### src/sv/tec_pkg.sv
// ----------------------------------------------------------------------------
// tec_pkg
// shared constants and types of the terminal echo canceller
// ----------------------------------------------------------------------------
`default_nettype none

package tec_pkg;

	localparam int ECHO_DEPTH = 4096;
	localparam int AW = $clog2(ECHO_DEPTH);
	localparam int CW = $clog2(ECHO_DEPTH + 1);
	localparam int PW = CW + 1;
	localparam int LW = ((CW > 16) ? CW : 16) + 1;
	localparam int QDEPTH = 2;
	localparam int QAW = $clog2(QDEPTH);

	localparam logic [7:0] CH_LF = 8'h0A;
	localparam logic [7:0] CH_CR = 8'h0D;
	localparam logic [7:0] CH_BS = 8'h08;
	localparam logic [7:0] CH_SP = 8'h20;

	localparam logic MODE_RECORD = 1'b0;
	localparam logic MODE_RECEIVE = 1'b1;

	typedef enum logic [1:0] {
		HOLD_NONE,
		HOLD_BS,
		HOLD_BS_SP
	} hold_t;

	typedef struct packed {
		logic mode;
		logic [7:0] data;
		logic last;
		logic is_bs;
		logic is_sp;
		logic is_cr;
		logic len_over;
		logic [CW-1:0] len_c;
	} entry_t;

endpackage

`default_nettype wire

### src/sv/tec_front.sv
// ----------------------------------------------------------------------------
// tec_front
// accepts requests, decodes byte classes and chunk length, queues them
// ----------------------------------------------------------------------------
`default_nettype none

module tec_front (
	input  wire logic clk,
	input  wire logic arst_n,
	input  wire logic s_axis_tvalid,
	output logic s_axis_tready,
	input  wire logic [23:0] s_axis_tdata,  // data_byte[7:0], chunk_length[23:8]
	input  wire logic s_axis_tuser,         // mode
	input  wire logic s_axis_tlast,
	output logic e_valid,
	output tec_pkg::entry_t e,
	input  wire logic e_pop
);

	tec_pkg::entry_t q_q [tec_pkg::QDEPTH];
	logic [tec_pkg::QAW-1:0] wp_q;
	logic [tec_pkg::QAW-1:0] rp_q;
	logic [tec_pkg::QAW:0] cnt_q;
	tec_pkg::entry_t dec;
	logic [tec_pkg::LW-1:0] len_x;
	logic push;

	always_comb begin
		len_x = tec_pkg::LW'(s_axis_tdata[23:8]);
		dec.mode = s_axis_tuser;
		dec.data = s_axis_tdata[7:0];
		dec.last = s_axis_tlast;
		dec.is_bs = (s_axis_tdata[7:0] == tec_pkg::CH_BS);
		dec.is_sp = (s_axis_tdata[7:0] == tec_pkg::CH_SP);
		dec.is_cr = (s_axis_tdata[7:0] == tec_pkg::CH_CR);
		dec.len_over = (len_x > tec_pkg::LW'(tec_pkg::ECHO_DEPTH));
		dec.len_c = dec.len_over ? tec_pkg::CW'(tec_pkg::ECHO_DEPTH) : tec_pkg::CW'(len_x);
	end

	assign s_axis_tready = (cnt_q != (tec_pkg::QAW + 1)'(tec_pkg::QDEPTH));
	assign push = s_axis_tvalid && s_axis_tready;
	assign e_valid = (cnt_q != '0);
	assign e = q_q[rp_q];

	always_ff @(posedge clk) begin
		if (push) begin
			q_q[wp_q] <= dec;
		end
	end

	always_ff @(posedge clk or negedge arst_n) begin
		if (!arst_n) begin
			wp_q <= '0;
			rp_q <= '0;
			cnt_q <= '0;
		end else begin
			if (push) begin
				wp_q <= wp_q + 1'b1;
			end
			if (e_pop) begin
				rp_q <= rp_q + 1'b1;
			end
			if (push && !e_pop) begin
				cnt_q <= cnt_q + 1'b1;
			end else if (!push && e_pop) begin
				cnt_q <= cnt_q - 1'b1;
			end
		end
	end

endmodule

`default_nettype wire

### config.mk
export PLATFORM = sky130hd
export DESIGN_NAME = tec_front
export DESIGN_NICKNAME = d
export VERILOG_FILES = /design/src/sv/tec_pkg.sv /design/src/sv/tec_front.sv
export SDC_FILE = /design/constraint.sdc
export NUM_CORES = 1
export LEC_CHECK = 0
export BUFFER_PORTS_ARGS = -buffer_cell sky130_fd_sc_hd__buf_2
export CORE_MARGIN = 1
export CORE_UTILIZATION = 56
export CTS_BUF_LIST = sky130_fd_sc_hd__clkbuf_4 sky130_fd_sc_hd__clkbuf_8 sky130_fd_sc_hd__clkbuf_16
export DETAILED_ROUTE_END_ITERATION = 6
export PLACE_DENSITY_LB_ADDON = 0.15
export SYNTH_ARGS = -nofsm -noshare
export SYNTH_HDL_FRONTEND = slang
export SYNTH_SLANG_ARGS = --single-unit
### constraint.sdc
create_clock -name clk -period 4.4 [get_ports clk]
set_input_delay 1.1 -clock clk [delete_from_list [all_inputs] [get_ports clk]]
set_output_delay 1.1 -clock clk [all_outputs]
set_load 0.03 [all_outputs]
# --- Yosys cells after proc, flatten, opt, wreduce, memory -nomap -nowiden ---
# Memories as Yosys holds them, arrays and structs flattened.
# Cells that the tools add are included.
# Widths: inputs -> output; s select.
totals:
  ram_bits: 54
  mem_count: 1
  output_inout_bits: 29
  word_cells: 25
  register_bits: 4
mem_list:
  columns: ["name", "words", "word_bits", "rd", "rd_clocked_by_memory_dff", "write_ports", "line", "source"]
  rows:
  - ["q_q", 2, 27, 1, 0, 1, "tec_front.sv:20", "tec_pkg::entry_t q_q [tec_pkg::QDEPTH];"]
op_classes:
  addsub: 4
  n_mux: 5
  n_reduce_logical: 7
  n_lt_le_gt_ge: 1
  eq_ne: 4
ops:
  columns: ["op", "n"]
  rows:
  - ["$eq 8x4->1 const B", 2]
  - ["$gt 16x13->1 const B", 1]
  - ["$mux 13", 1]
  - ["$eq 8x6->1 const B", 1]
  - ["$mux 2", 2]
  - ["$reduce_bool 2->1", 2]
  - ["$logic_and 1x1->1", 3]
  - ["$add 1x1->1 const B", 2]
  - ["$add 2x1->2 const B", 1]
  - ["$logic_not 1->1", 2]
  - ["$mux 1", 2]
  - ["$ne 2x2->1 const B", 1]
  - ["$sub 2x1->2 const B", 1]

# --- Longest topological paths before layout ---
logic_depth:
  word_depth: 6
  mapped_depth: 7
  depth_no_buf: 7

# --- Worst setup path after synthesis ---
# OpenSTA, ideal clock, no wires.
synth_timing:
  path_kind: "input -> register"
  from: "input port s_axis_tvalid"
  to: "memory q_q[0][0] in the netlist's numbering (enable)"
  path_slack_ps: 1639
  arrival_time_ps: 2351
  stages: 2
  path_buffers: 0
  path_cell_list: "nand2_1 -> nor2_1"
synth_between:
  elab_chain_cells: 3
synth_rtl:
  columns: ["element", "line", "source"]
  rows:
  - ["from (decl)", "tec_front.sv:10", "input wire logic s_axis_tvalid,"]
  - ["$logic_and 1x1->1", "tec_front.sv:41", "assign push = s_axis_tvalid && s_axis_tready;"]
  - ["$mux 1", "tec_front.sv:46", "if (push) begin"]
  - ["$mux 1 (implied by the code)", "tec_front.sv:47", "q_q[wp_q] <= dec;"]
  - ["to (decl)", "tec_front.sv:20", null]
# No other way between the ends.

==> impl_table.tex <==
\begin{tabular}{lr}
\hline
Metric & Value \\
\hline
\multicolumn{2}{l}{\textbf{Clock tree}} \\
\quad Worst-case clock buffer depth & 2 \\
\quad Worst-skew pair later-pin latency & 0.32 ns \\
\quad \# H-tree levels & 3 \\
\quad Total number of clock tree sinks & 58 \\
\quad Number of hold-repair buffers added at the cts stage & 0 \\
\quad CTS Root Cell & sky130\_fd\_sc\_hd\_\_clkbuf\_8 \\
\quad Postcts setup bufs & 0 \\
\quad Clock transition at the register clock pins on the worst setup and hold paths after CTS & 0.06 ns \\
\quad Total of cells resized after clock tree synthesis & 0 \\
\quad Clock tree from TritonCTS & yes \\
\quad Total clock buffers created by CTS & 9 \\
\multicolumn{2}{l}{\textbf{Critical path}} \\
\quad CP required & 3.30 ns \\
\quad R2R Path End & q\_q[1][2] \\
\quad Reg-to-Reg Start & cnt\_q[0] \\
\quad Critical Path AT & 2.07 ns \\
\quad Highest fanout seen on the critical path & 28 \\
\quad Cell depth of the worst flop-to-flop path & 3 \\
\quad Sort of element at the end of the critical path & primary output \\
\quad Setup slack of the worst register-to-register path & 2.64 ns \\
\quad Crit path launch type & register \\
\quad Critical path class & reg -> out \\
\multicolumn{2}{l}{\textbf{Logic synthesis}} \\
\quad Count of yosys warnings during synthesis & 0 \\
\quad Mapped Cells & 129 \\
\quad Mean post-synth cell area & 17.90 sq um \\
\quad Part of the Yosys area used for sequential elements & 74.54\% \\
\quad Primary flip-flop cell chosen by synthesis mapping & sky130\_fd\_sc\_hd\_\_edfxtp\_1 \\
\quad Number of enable flip-flop cells after synthesis & 54 \\
\quad Total nets after synthesis & 160 \\
\quad Synth cell types & 24 \\
\quad Proportion of register bits with asynchronous set or reset after synthesis & 6.897\% \\
\quad Mapped cell area & 2310 sq um \\
\quad Count of state elements after synthesis & 58 \\
\multicolumn{2}{l}{\textbf{Outcome}} \\
\quad Run status & finished clean \\
\multicolumn{2}{l}{\textbf{Layout}} \\
\quad Fill cells & 244 \\
\quad Post-synthesis to final-layout area growth & 22.75\% \\
\quad Most common library cell in the layout ignoring fill and taps & sky130\_fd\_sc\_hd\_\_buf\_2 \\
\quad Sequential standard cell area & 1722 sq um \\
\quad Final core utilization & 74.64\% \\
\quad Number of inserted diodes & 0 \\
\quad Most frequent cells in the layout & sky130\_fd\_sc\_hd\_\_buf\_2 (58), sky130\_fd\_sc\_hd\_\_edfxtp\_1 (54), sky130\_fd\_sc\_hd\_\_mux2\_2 (27) \\
\quad Share of cells above drive strength 1 & 51.50\% \\
\quad Area occupied by multi-input gates & 559.3 sq um \\
\quad Net count of the finished layout & 227 \\
\multicolumn{2}{l}{\textbf{STA}} \\
\quad Final hold violation count & 0 \\
\quad RSZ-0062 raised after global routing & false \\
\quad Fmax achieved & 0.3153 GHz \\
\quad Worst slew margin relative to its limit & 22.13\% \\
\quad Final setup violation count & 0 \\
\quad Clock Skew & 0.004419 ns \\
\quad Max Transition Viols Final & 0 \\
\quad Total negative setup slack & 0 ns \\
\quad Worst Tran Pin Value & 1.168 ns \\
\quad Fraction of the cycle the final worst path needs & 72.08\% \\
\quad Final critical delay including setup and external delays & 3.171 ns \\
\multicolumn{2}{l}{\textbf{Detailed routing}} \\
\quad Drt initial violations & 54 \\
\quad Detailed-route vias per instance & 5.242 \\
\quad Remaining design rule violation count & 0 \\
\quad Number of antenna-violating nets in the routed design & 0 \\
\quad Total detailed-routing wirelength & 3972 um \\
\quad Post-DR wirelength/cell & 16.02 um \\
\quad First-pass iteration count of the detailed router & 4 \\
\quad Vias after detailed routing & 1300 \\
\multicolumn{2}{l}{\textbf{Floorplan}} \\
\quad Die extent in x & 66.22 um \\
\quad Starting utilization of the core area & 60.80\% \\
\quad Standard-cell row count & 22 \\
\quad Number of I/O pins & 59 \\
\quad Die area & 4385 sq um \\
\quad Vertical die dimension & 66.22 um \\
\quad Core region area & 3799 sq um \\
\multicolumn{2}{l}{\textbf{GRT}} \\
\quad Number of antenna violations at the first check in global routing & 0 \\
\quad Via count of the first global-routing pass & 1334 \\
\quad Largest net degree at the start of global routing & 29 \\
\quad Global-route wire length before repair & 6168 um \\
\quad Total routing usage reported by global routing & 20.45\% \\
\quad Total global routing overflow & 0 \\
\multicolumn{2}{l}{\textbf{Min path}} \\
\quad WHS Endpoint & cnt\_q[1] \\
\quad Type of the most critical hold path & reg -> reg \\
\quad Worst hold path startpoint & cnt\_q[1] \\
\quad Hold Path Stages & 1 \\
\multicolumn{2}{l}{\textbf{Pwr}} \\
\quad Power density over cell area & 696.1 nW/um\^{}2 \\
\quad Max rail drop VDD & 0.4461 mV \\
\quad Sum of internal, switching and leakage power & 0.001974 W \\
\quad Leakage component of the power & 1.092 nW \\
\multicolumn{2}{l}{\textbf{Job}} \\
\quad Max-cap violations & 0 \\
\multicolumn{2}{l}{\textbf{Placement}} \\
\quad Placer Congestion & 0.6954 \\
\quad Hpwl dp & 2749 um \\
\quad IO Port Bufs & 58 \\
\hline
\end{tabular}
-- where the power goes --
group          internal [W]  leakage [nW]  switching, W
registers          0.000759         0.548     0.0000896
logic              0.000256         0.452      0.000432
clock network      0.000257        0.0921      0.000180
-- layer usage --
metal  track usage (%)  wire length [um]
met5                 0                 0
met4             10.37                39
met3             5.345               204
met2             32.65              2070
met1             25.74              1657
-- worst max-delay path, cell delays in order (launching register included) --
cell and delay (ns):
sky130_fd_sc_hd__dfrtp_1 1.11, sky130_fd_sc_hd__mux2_2 0.44, sky130_fd_sc_hd__buf_2 0.18
-- metrics by stage --
| step | std cells | cell area (sq um) | setup slack, ns | hold slack [ns] |
|---|---|---|---|---|
| 6_report | 248 | 2835 | 1.229 | 0.4864 |
| 5_1_grt | 248 | 2835 | 1.106 | 0.5186 |
| 4_1_cts | 248 | 2835 | 1.188 | 0.4909 |
| 3_5_place_dp | 233 | 2658 | 1.548 | 0.4752 |
| 3_3_place_gp | 233 | 2658 | 1.557 | 0.4726 |
| 2_1_floorplan | 129 | 2310 | 1.639 | 0.4559 |
-- synthesized netlist by cell type (all sizes together) (2+ instances only) --
cell	number	share of area (%)
buf	3	0.65
inv	3	0.49
xnor2	2	0.76
mux2	27	13
xor2	3	1.1
nor2	2	0.33
nor3	3	0.65
edfxtp	54	70
nor4	4	1.4
nand2	2	0.33
dfrtp	4	4.3
and2	12	3.3
-- kinds of logic (layout without fill, tap and decap cells) --
group	Yosys count	in the layout	share of synthesized area, %
AO/OA/AOI/OAI	1	1	0.4875
XOR/XNOR	5	5	1.896
adder cells (fa/ha/maj)	1	1	0.5416
buffers and inverters	7	78	1.354
flip-flops	58	58	74.54
multiplexers	27	27	13.16
AND/OR/NAND/NOR	30	30	8.018
-- registers in the layout, summed over array words and instances, names as in the netlist --
register and flops:
cnt_q 2, wp_q 1, rp_q 1, q_q 54
-- how the worst max path moves through the flow --
| stage | start | endpoint | cells past startpoint |
|---|---|---|---|
| 2_1_floorplan | s_axis_tvalid | q_q[0][0] | 2 |
| 3_3_place_gp | rp_q | e[8] | 2 |
| 3_5_place_dp | rp_q | e[8] | 2 |
| 4_1_cts | rp_q | e[8] | 2 |
| 5_1_grt | rp_q | e[3] | 2 |
| 6_report | rp_q | e[3] | 2 |
-- cell type report --
class	count	area share [%]
flip-flops and latches	58	60.72
multi-input cells	64	19.73
repair buffers	60	10.77
clock buffers	10	4.634
well taps	48	2.118
clock inverters	5	1.633
inverters	3	0.3972
(Power assumes the default switching activity.)
